--- src/sfc_pkg.sv ---
// Shared types, constants and the CRC-8 function of the serial frame checker.
package sfc_pkg;

	localparam logic [7:0] SYNC_VALUE = 8'h55;
	localparam logic [7:0] CRC_POLY   = 8'h07;
	localparam int         TOTAL_W    = 17;
	localparam int         TDATA_W    = 40;

	typedef enum logic [1:0] {
		ST_OK       = 2'd0,
		ST_ZERO_LEN = 2'd1,
		ST_BAD_HCRC = 2'd2,
		ST_BAD_DCRC = 2'd3
	} status_t;

	typedef struct packed {
		logic               last;
		logic [7:0]         payload_byte;
		status_t            frame_status;
		logic [7:0]         packet_type;
		logic [TOTAL_W-1:0] total_length;
	} out_item_t;

	// MSB-first CRC-8, no reflection, no final XOR.
	function automatic logic [7:0] crc8_update(input logic [7:0] crc, input logic [7:0] data);
		logic [7:0] c;
		c = crc ^ data;
		for (int k = 0; k < 8; k++) begin
			if (c[7]) begin
				c = {c[6:0], 1'b0} ^ CRC_POLY;
			end else begin
				c = {c[6:0], 1'b0};
			end
		end
		return c;
	endfunction

endpackage

--- src/sfc_parser.sv ---
// Packet parser: frame state and the per-byte step that yields at most one result.
module sfc_parser (
	input  logic              clk,
	input  logic              arst_n,
	input  logic              step_en,
	input  logic [7:0]        rx_byte,
	output logic              res_valid,
	output sfc_pkg::out_item_t res_item
);
	import sfc_pkg::*;

	typedef enum logic [2:0] {
		PH_HUNT    = 3'd0,
		PH_HEADER  = 3'd1,
		PH_HCRC    = 3'd2,
		PH_PAYLOAD = 3'd3,
		PH_DCRC    = 3'd4
	} phase_t;

	phase_t             phase_q, phase_n;
	logic [1:0]         hdr_idx_q, hdr_idx_n;
	logic [7:0]         crc_q, crc_n;
	logic [15:0]        dlen_q, dlen_n;
	logic [7:0]         olen_q, olen_n;
	logic [7:0]         type_q, type_n;
	logic [TOTAL_W-1:0] left_q, left_n;
	logic [TOTAL_W-1:0] total;

	assign total = {1'b0, dlen_q} + {{(TOTAL_W-8){1'b0}}, olen_q};

	always_comb begin
		phase_n   = phase_q;
		hdr_idx_n = hdr_idx_q;
		crc_n     = crc_q;
		dlen_n    = dlen_q;
		olen_n    = olen_q;
		type_n    = type_q;
		left_n    = left_q;
		res_valid = 1'b0;
		res_item.last         = 1'b1;
		res_item.payload_byte = 8'd0;
		res_item.frame_status = ST_OK;
		res_item.packet_type  = type_q;
		res_item.total_length = total;

		unique case (phase_q)
			PH_HEADER: begin
				crc_n = crc8_update(crc_q, rx_byte);
				unique case (hdr_idx_q)
					2'd0: dlen_n = {rx_byte, dlen_q[7:0]};
					2'd1: dlen_n = {dlen_q[15:8], rx_byte};
					2'd2: olen_n = rx_byte;
					default: type_n = rx_byte;
				endcase
				if (hdr_idx_q == 2'd3) begin
					hdr_idx_n = 2'd0;
					phase_n   = PH_HCRC;
				end else begin
					hdr_idx_n = hdr_idx_q + 2'd1;
				end
			end
			PH_HCRC: begin
				if (dlen_q == 16'd0 && olen_q == 8'd0) begin
					res_valid             = 1'b1;
					res_item.frame_status = ST_ZERO_LEN;
				end else if (rx_byte != crc_q) begin
					res_valid             = 1'b1;
					res_item.frame_status = ST_BAD_HCRC;
				end else begin
					crc_n   = 8'd0;
					left_n  = total;
					phase_n = PH_PAYLOAD;
				end
				if (res_valid) begin
					phase_n   = PH_HUNT;
					hdr_idx_n = 2'd0;
					crc_n     = 8'd0;
				end
			end
			PH_PAYLOAD: begin
				crc_n  = crc8_update(crc_q, rx_byte);
				left_n = left_q - {{(TOTAL_W-1){1'b0}}, 1'b1};
				if (left_n == '0) begin
					phase_n = PH_DCRC;
				end
				res_valid             = 1'b1;
				res_item.last         = 1'b0;
				res_item.payload_byte = rx_byte;
			end
			PH_DCRC: begin
				res_valid             = 1'b1;
				res_item.frame_status = (rx_byte == crc_q) ? ST_OK : ST_BAD_DCRC;
				phase_n               = PH_HUNT;
				hdr_idx_n             = 2'd0;
				crc_n                 = 8'd0;
			end
			default: begin
				// Hunting, also for unused codes: the sync byte starts a header, any other byte keeps hunting.
				if (rx_byte == SYNC_VALUE) begin
					phase_n   = PH_HEADER;
					hdr_idx_n = 2'd0;
					crc_n     = 8'd0;
				end else begin
					phase_n = PH_HUNT;
				end
			end
		endcase
	end

	always_ff @(posedge clk or negedge arst_n) begin
		if (!arst_n) begin
			phase_q   <= PH_HUNT;
			hdr_idx_q <= 2'd0;
			crc_q     <= 8'd0;
			dlen_q    <= 16'd0;
			olen_q    <= 8'd0;
			type_q    <= 8'd0;
			left_q    <= '0;
		end else if (step_en) begin
			phase_q   <= phase_n;
			hdr_idx_q <= hdr_idx_n;
			crc_q     <= crc_n;
			dlen_q    <= dlen_n;
			olen_q    <= olen_n;
			type_q    <= type_n;
			left_q    <= left_n;
		end
	end

endmodule

--- src/sfc_out_buf.sv ---
// Two-entry result buffer between the parser and the output stream.
module sfc_out_buf (
	input  logic              clk,
	input  logic              arst_n,
	input  logic              wr_en,
	input  sfc_pkg::out_item_t wr_item,
	input  logic              rd_en,
	output logic              rd_valid,
	output sfc_pkg::out_item_t rd_item,
	output logic              full
);
	import sfc_pkg::*;

	out_item_t  entry_q [2];
	logic       wr_ptr_q;
	logic       rd_ptr_q;
	logic [1:0] count_q;

	assign rd_valid = (count_q != 2'd0);
	assign full     = (count_q == 2'd2);
	assign rd_item  = entry_q[rd_ptr_q];

	always_ff @(posedge clk) begin
		if (wr_en) begin
			entry_q[wr_ptr_q] <= wr_item;
		end
	end

	always_ff @(posedge clk or negedge arst_n) begin
		if (!arst_n) begin
			wr_ptr_q <= 1'b0;
			rd_ptr_q <= 1'b0;
			count_q  <= 2'd0;
		end else begin
			if (wr_en) begin
				wr_ptr_q <= ~wr_ptr_q;
			end
			if (rd_en) begin
				rd_ptr_q <= ~rd_ptr_q;
			end
			case ({wr_en, rd_en})
				2'b10:   count_q <= count_q + 2'd1;
				2'b01:   count_q <= count_q - 2'd1;
				default: count_q <= count_q;
			endcase
		end
	end

endmodule

--- src/serial_frame_checker_crc8.sv ---
// Top level of the serial frame checker: input register, parser and result buffer.
//
//  Channel | Direction | Payload
//  --------+-----------+---------------------------------------------------------
//  s_*     | in        | s_tdata[7:0] rx_byte
//  m_*     | out       | m_tdata: payload_byte, frame_status, packet_type,
//          |           |   total_length; m_tlast marks an end-of-packet status
//
// Each request is taken into an input register. The parser handles it and writes
// at most one result into a two-entry output buffer. One request per cycle is
// sustained; a result passes through the input register and then the output buffer,
// which drives m_tvalid. The input side stalls only while the buffer holds two
// results, which follows m_tready having been held low. Reset is asynchronous and
// returns the parser to hunting for the sync byte with an empty buffer.
module serial_frame_checker_crc8 (
	input  logic                          clk,
	input  logic                          arst_n,
	input  logic                          s_tvalid,
	output logic                          s_tready,
	input  logic [7:0]                    s_tdata,  // [7:0] rx_byte
	output logic                          m_tvalid,
	input  logic                          m_tready,
	output logic [sfc_pkg::TDATA_W-1:0]   m_tdata,  // [7:0] payload_byte, [9:8] frame_status,
	                                                // [17:10] packet_type, [34:18] total_length,
	                                                // [39:35] zero
	output logic                          m_tlast   // item_kind: 1 for an end-of-packet status
);
	import sfc_pkg::*;

	// Input register holding one received byte.
	logic       valid_s1;
	logic [7:0] byte_s1;

	logic       advance;
	logic       step_en;
	logic       res_valid;
	out_item_t  res_item;
	logic       buf_wr;
	logic       buf_rd;
	logic       buf_full;
	out_item_t  out_item;

	// The buffer full flag is registered, so the input side never waits on
	// m_tready combinationally.
	assign advance  = !buf_full;
	assign step_en  = valid_s1 && advance;
	assign s_tready = !valid_s1 || advance;

	always_ff @(posedge clk or negedge arst_n) begin
		if (!arst_n) begin
			valid_s1 <= 1'b0;
		end else if (s_tready) begin
			valid_s1 <= s_tvalid;
		end
	end

	always_ff @(posedge clk) begin
		if (s_tready && s_tvalid) begin
			byte_s1 <= s_tdata;
		end
	end

	sfc_parser u_parser (
		.clk       (clk),
		.arst_n    (arst_n),
		.step_en   (step_en),
		.rx_byte   (byte_s1),
		.res_valid (res_valid),
		.res_item  (res_item)
	);

	assign buf_wr = step_en && res_valid;
	assign buf_rd = m_tvalid && m_tready;

	sfc_out_buf u_out_buf (
		.clk      (clk),
		.arst_n   (arst_n),
		.wr_en    (buf_wr),
		.wr_item  (res_item),
		.rd_en    (buf_rd),
		.rd_valid (m_tvalid),
		.rd_item  (out_item),
		.full     (buf_full)
	);

	// Fields are packed from the lowest bit up; the top bits pad to whole bytes.
	assign m_tdata = {{(TDATA_W-35){1'b0}}, out_item.total_length, out_item.packet_type,
	                  out_item.frame_status, out_item.payload_byte};
	assign m_tlast = out_item.last;

`ifndef NO_ASSERTIONS
	// A result is never written into a full buffer.
	a_no_overflow: assert property (@(posedge clk) disable iff (!arst_n)
		buf_wr |-> !buf_full)
		else $error("result written into full output buffer");

	// The input side only stalls while a byte is waiting in the input register.
	a_stall_has_byte: assert property (@(posedge clk) disable iff (!arst_n)
		!s_tready |-> valid_s1)
		else $error("input stalled with empty input register");

	// Payload items always carry an ok status.
	a_payload_status: assert property (@(posedge clk) disable iff (!arst_n)
		(m_tvalid && !m_tlast) |-> (m_tdata[9:8] == ST_OK))
		else $error("payload item with non-ok status");

	// Status items carry a zero payload byte.
	a_status_payload: assert property (@(posedge clk) disable iff (!arst_n)
		(m_tvalid && m_tlast) |-> (m_tdata[7:0] == 8'd0))
		else $error("status item with nonzero payload byte");
`endif

endmodule
--- config.mk ---
export PLATFORM = sky130hd
export DESIGN_NAME = serial_frame_checker_crc8
export DESIGN_NICKNAME = d
export VERILOG_FILES = /design/src/sfc_pkg.sv /design/src/sfc_parser.sv /design/src/sfc_out_buf.sv /design/src/serial_frame_checker_crc8.sv
export SDC_FILE = /design/constraint.sdc
export NUM_CORES = 1
export LEC_CHECK = 0
export BUFFER_PORTS_ARGS = -buffer_cell sky130_fd_sc_hd__buf_2
export CORE_ASPECT_RATIO = 1.4
export CORE_MARGIN = 8
export CORE_UTILIZATION = 45
export DETAILED_ROUTE_END_ITERATION = 12
export GPL_TIMING_DRIVEN = 1
export SLEW_MARGIN = 0
export SYNTH_ARGS = -nofsm -noshare
export SYNTH_HDL_FRONTEND = slang
export SYNTH_SLANG_ARGS = --single-unit
--- constraint.sdc ---
create_clock -name clk -period 5.5 [get_ports clk]
set_input_delay 0.275 -clock clk [delete_from_list [all_inputs] [get_ports clk]]
set_output_delay 0.275 -clock clk [all_outputs]
set_load 0.1 [all_outputs]
======== After elaboration in Yosys (flattened, before gate mapping) ========
Memories as Yosys holds them, arrays and structs flattened.
Index checks and enable logic that the tools add are counted.
storage, ports and cells
  memories kept ........................... 1
  word-level logic and storage cells ...... 149
  RAM bits ................................ 72
  register bits ........................... 75
memories
  memory             words  bits a word  read ports  clocked after Yosys merged registers in  wr ports  line               source
  u_out_buf.entry_q  2      36           1           0                                        1         sfc_out_buf.sv:14  out_item_t entry_q [2];
operators by class
  bitwise operators ....................... 22
  equal/unequal tests ..................... 20
  reductions and logical operators ........ 27
  mux-type cells .......................... 61
  add/sub/neg operators ................... 5
operator list
  cell                                                 count
  2-to-1 mux 8 bit                                     18
  2-to-1 mux 3 bit                                     20
  inverter 3 bit                                       15
  2-to-1 mux 17 bit                                    2
  case mux 17 bit (2 select lines)                     1
  case mux 16 bit (2 select lines)                     1
  case mux 8 bit (4 select lines)                      1
  AND reduction 4 bit                                  5
  adder 16 x 8 -> 17 bit                               1
  zero test 17 bit                                     1
  subtractor 17 x 1 -> 17 bit (second input constant)  1
  zero test 16 bit                                     1
  2-to-1 mux 2 bit                                     6
  case mux 3 bit (4 select lines)                      1
  2-to-1 mux 9 bit                                     1
  == test 2 bit (second input constant)                4
  == test 8 x 7 -> 1 bit (second input constant)       1
  == test 8 bit                                        1
  zero test 8 bit                                      1
  != test 8 bit                                        1
  case mux 2 bit (2 select lines)                      2
  case mux 2 bit (4 select lines)                      1
  XOR 8 bit                                            1
  == test 3 x 2 -> 1 bit (second input constant)       2
  other kinds (22)                                     46

======== Logic depth before layout (Yosys ltp) ========
  word-level depth ........................ 25
  depth in mapped cells ................... 13
  mapped depth without buffers ............ 12

======== Cells and area by module ========
Synthesis repeated with hierarchy kept, for this count alone.
second synthesis, totals
  cells, all modules ...................... 615
  area, all modules ....................... 7434.6 um2
by module, submodules not included
  module                     seq. area each (um2)  area each (um2)  cells each  instances
  sfc_parser                 1551.5                4152.7           466         1
  sfc_out_buf                2262.2                2934.1           128         1
  serial_frame_checker_crc8  265.3                 347.8            21          1

======== Worst setup path after synthesis ========
Ideal clock, no wire load.
  path kind ............................... flip-flop to flip-flop
  start ................................... register byte_s1[6]
  end ..................................... memory u_out_buf.entry_q[0][0] (netlist name), enable pin
  library setup time ...................... 0.429 ns
  arrival ................................. 3.047 ns
  path buffers ............................ 1
  required time ........................... 5.071 ns
  stages on the path, launching flop included .. 11
  setup slack ............................. 2.023 ns
  clock period less this slack ............ 3.477 ns
  cell sequence ........................... edfxtp_1 > clkbuf_1 > xnor2_1 > ha_1 > nand3_1 > nor3_1 > o21ai_0 > nor2_1 > nor2_1 > o21bai_1 > nor2_1
on the way
  word-level cells in the longest chain between the ends .. 8
RTL lines
  item                                    line                             source
  start, declared                         serial_frame_checker_crc8.sv:32  logic [7:0] byte_s1;
  start signal, assigned                  serial_frame_checker_crc8.sv:59  byte_s1 <= s_tdata;
  != test 8 bit                           sfc_parser.sv:66                 end else if (rx_byte != crc_q) begin
  2-to-1 mux 1 bit                        sfc_parser.sv:66
  2-to-1 mux 1 bit                        sfc_parser.sv:63                 if (dlen_q == 16'd0 && olen_q == 8'd0) begin
  2-to-1 mux 1 bit                        sfc_parser.sv:46                 unique case (phase_q)
  case mux 1 bit (2 select lines)         sfc_parser.sv:46
  logical AND 1 bit                       serial_frame_checker_crc8.sv:72  assign buf_wr = step_en && res_valid;
  2-to-1 mux 1 bit                        sfc_out_buf.sv:24                if (wr_en) begin
  2-to-1 mux 1 bit (not written as such)  sfc_out_buf.sv:25                entry_q[wr_ptr_q] <= wr_item;
  end, declared                           sfc_out_buf.sv:14
No other way between the ends. The select of a mux whose other input is x is not followed.

======== Worst setup path in the final report ========
  start ................................... register byte_s1[7]
  end ..................................... memory u_out_buf.entry_q[1][15] (netlist name), enable pin
Same word-level chain as after synthesis.

==> results_dict.tcl <==
set metrics [dict create \
    cap_viol_max_count 0 \
    grt_antenna_before_repair 0 \
    fin_skew_ps 11.3 \
    drt_iter0_drc 271 \
    place_congestion 0.891 \
    finalCriticalPeriod_ps 3480 \
    powerDensity_nw_per_um2 447 \
    area_delta_synth_final_pct 13.7 \
    final_max_slew_viol_count 0 \
    cts_tree "built" \
    drt_drc_violations_left 0 \
    final_cell_mix "edfxtp_1 (80), dfrtp_1 (67), nand2_1 (53), mux2_2 (52), o21ai_0 (50)" \
    p_int_w 0.00220 \
    pwr-share-seq_pct 34.8 \
    vias_per_cell 5.66 \
    ff2ff_setup_slack_ps 2020 \
    cts-htree-levels 4 \
    endpoint_kind "flip-flop" \
    route.vias.total 4950 \
    wire_per_inst_um 18.9 \
    worstSetupStartpointType "flip-flop" \
    comb_power_share_pct 33.7 \
    cp.required_ps 5570 \
    min_path_cells 1 \
    n_antenna_cell 0 \
    ys_async_sr_fraction_pct 45.6 \
    synth_area_leaders "edfxtp_1 (33%), dfrtp_1 (23%), mux2_2 (8.0%)" \
    switchingPower_w 0.00150 \
    drt-total-wl_mm 16.5 \
    drtPass1Iterations 4 \
    drive_above_1_share_pct 21.9 \
    stdcell_count 875 \
    rsz0062_at_grt "false" \
    dp_cells 843 \
    tns_ps 0 \
    p_clk_share_pct 31.5 \
    grtUsageTotal_pct 16.6 \
    layout_commonest_cell "edfxtp_1" \
    grt_overflow 0 \
    dieHeight_um 167 \
    synth_edf_count 80 \
    synth_top_area_cell "edfxtp_1" \
    ys_ff_latch 147 \
    start_util_pct 45.4 \
    status "complete, no violations" \
    synth_top_area_share_pct 33.0 \
    hold_path_class "in -> reg" \
    hpwl_mm 11.6 \
    ys_seq_area_share_pct 56.0 \
    critPathMaxFanout 36 \
    hold_end "byte_s1[0]" \
    core-area_um2 16000 \
    switching_share_pct 40.6 \
    io_buffer_count 49 \
    peakVddDrop_mv 0.256 \
    critical_path_arrival_ps 3560 \
    min_from "s_tdata[0]" \
    r2r-end "u_out_buf.entry_q[1][15]" \
    cts_num_sinks 147 \
    setup_violations 0 \
    grt_max_degree 68 \
    timing.rr.start "byte_s1[7]" \
    antenna_left 0 \
    placementRows 55 \
    clock_latency_ps 420 \
    holdBufCountCts 0 \
    synth_flop_cell "edfxtp_1" \
    ctsResizeCount 0 \
    numCtsBuffers 17 \
    worstRegToRegCells 9 \
    timing.hold.ws_ps 27.5 \
    grt_first_pass_wirelength_mm 26.4 \
    fillers 1393 \
    final_core_util_pct 51.6 \
    synth_cell_types 62 \
    regArea_um2 4080 \
    dieArea_um2 20600 \
    cts_buffer_depth 2 \
    p_leak_nw 3.36 \
    synth_area_per_cell_um2 11.7 \
    cts_setup_buffers 0 \
    clk_pin_slew_ps 60 \
    syn_inst 622 \
    boundaryPins 55 \
    syn_area_um2 7280 \
    final_hold_viol_count 0 \
    worst_slew_pin_slew_ps 1190 \
    crit_type "reg -> reg" \
    cts_root_buffer "clkbuf_16" \
    fp.dieW_um 124 \
    ys_warn_count 0 \
    grt_pass1_vias 5128 \
    period_share_pct 63.3 \
    slew_headroom_pct 20.5 \
    nets 696 \
    max_freq_mhz 287 \
    multi_input_area_um2 3020 \
]
## worst max-delay path: stages, from the launching register on
cell and delay [ps]:
edfxtp_1 510, xnor2_1 390, ha_1 240, nand3_1 90, nor3_1 440, o21ai_0 350
nor2_1 210, nor2_1 60, o21bai_1 490, nor2_4 360
## power by group through the flow
stage | logic [W] | clock network, W | registers, W
after floorplan | 0.00108 | 0 | 0.00128
after CTS | 0.00126 | 0.00119 | 0.00129
final | 0.00125 | 0.00117 | 0.00129
after global routing | 0.00131 | 0.00123 | 0.00130
after detailed placement | 0.00126 | 0 | 0.00131
after global placement | 0.00125 | 0 | 0.00131
## Yosys cell counts, drive strengths merged, types with 3 or more instances
cell,number
and3,12
nand3,9
a22oi,3
nor2b,6
o22a,3
o21ai,50
inv,15
o21a,4
edfxtp,80
buf,8
nor4b,5
nor4,13
or2,3
xor2,18
nand4,5
mux2,53
nor2,34
ha,20
a22o,5
nand2,53
and2,4
a21o,6
a21oi,15
dfrtp,67
a31oi,9
nand2b,15
clkbuf,27
xnor2,22
nor3,13
a211oi,5
o31ai,4
## logic make-up after synthesis
kind of cell | after synthesis | share of synthesized area (%)
AO/OA/AOI/OAI | 123 | 10.7
XOR/XNOR | 40 | 4.81
adder cells (fa/ha/maj) | 21 | 3.71
buffers and inverters | 50 | 2.97
flip-flops | 147 | 56.0
multiplexers | 55 | 8.52
other | 1 | 0.0515
AND/OR/NAND/NOR | 185 | 13.2
## metal layers
metal / GRT usage (%) / part of all wire [%]
met1: 17.8 / 39
met2: 29.5 / 54
met3: 3.18 / 3.2
met4: 8.88 / 4.0
met5: 0 / 0
## area by class of cell
cell class                 count  share of cell area [%]
clock inverter                15                    2.06
timing repair buffer          53                    3.33
clock buffer                  17                    5.14
tap                          199                    3.01
inverter                      15                   0.680
multi-input combinational    429                    36.5
sequential                   147                    49.3
## registers in the layout, indices dropped and copies added (netlist names)
| register | count |
|---|---|
| u_out_buf.entry_q | 72 |
| u_parser.left_q | 17 |
| u_parser.dlen_q | 16 |
| byte_s1 | 8 |
| u_parser.crc_q | 8 |
| u_parser.olen_q | 8 |
| u_parser.type_q | 8 |
| u_parser.phase_q | 3 |
| u_out_buf.count_q | 2 |
| u_parser.hdr_idx_q | 2 |
| u_out_buf.rd_ptr_q | 1 |
| u_out_buf.wr_ptr_q | 1 |
| valid_s1 | 1 |
## stage by stage
step / power [W] / area (um^2) / worst slack, ps
finish: 0.00370 / 8280 / 2020
global route: 0.00384 / 8280 / 1770
CTS: 0.00374 / 8280 / 2000
detailed placement: 0.00257 / 7680 / 2030
global placement: 0.00256 / 7680 / 2170
floorplan: 0.00236 / 7300 / 2020
## worst max-delay path by stage
stage                        startpoint                       end  slack [ps]
floorplan                    byte_s1[6]   u_out_buf.entry_q[0][0]        2020
global placement    u_parser.dlen_q[11]   u_out_buf.entry_q[0][6]        2170
detailed placement           byte_s1[7]  u_out_buf.entry_q[0][14]        2030
CTS                          byte_s1[7]   u_out_buf.entry_q[0][6]        2000
global route                 byte_s1[7]   u_out_buf.entry_q[0][6]        1770
finish                       byte_s1[7]  u_out_buf.entry_q[1][15]        2020
(Power assumes the default switching activity.)
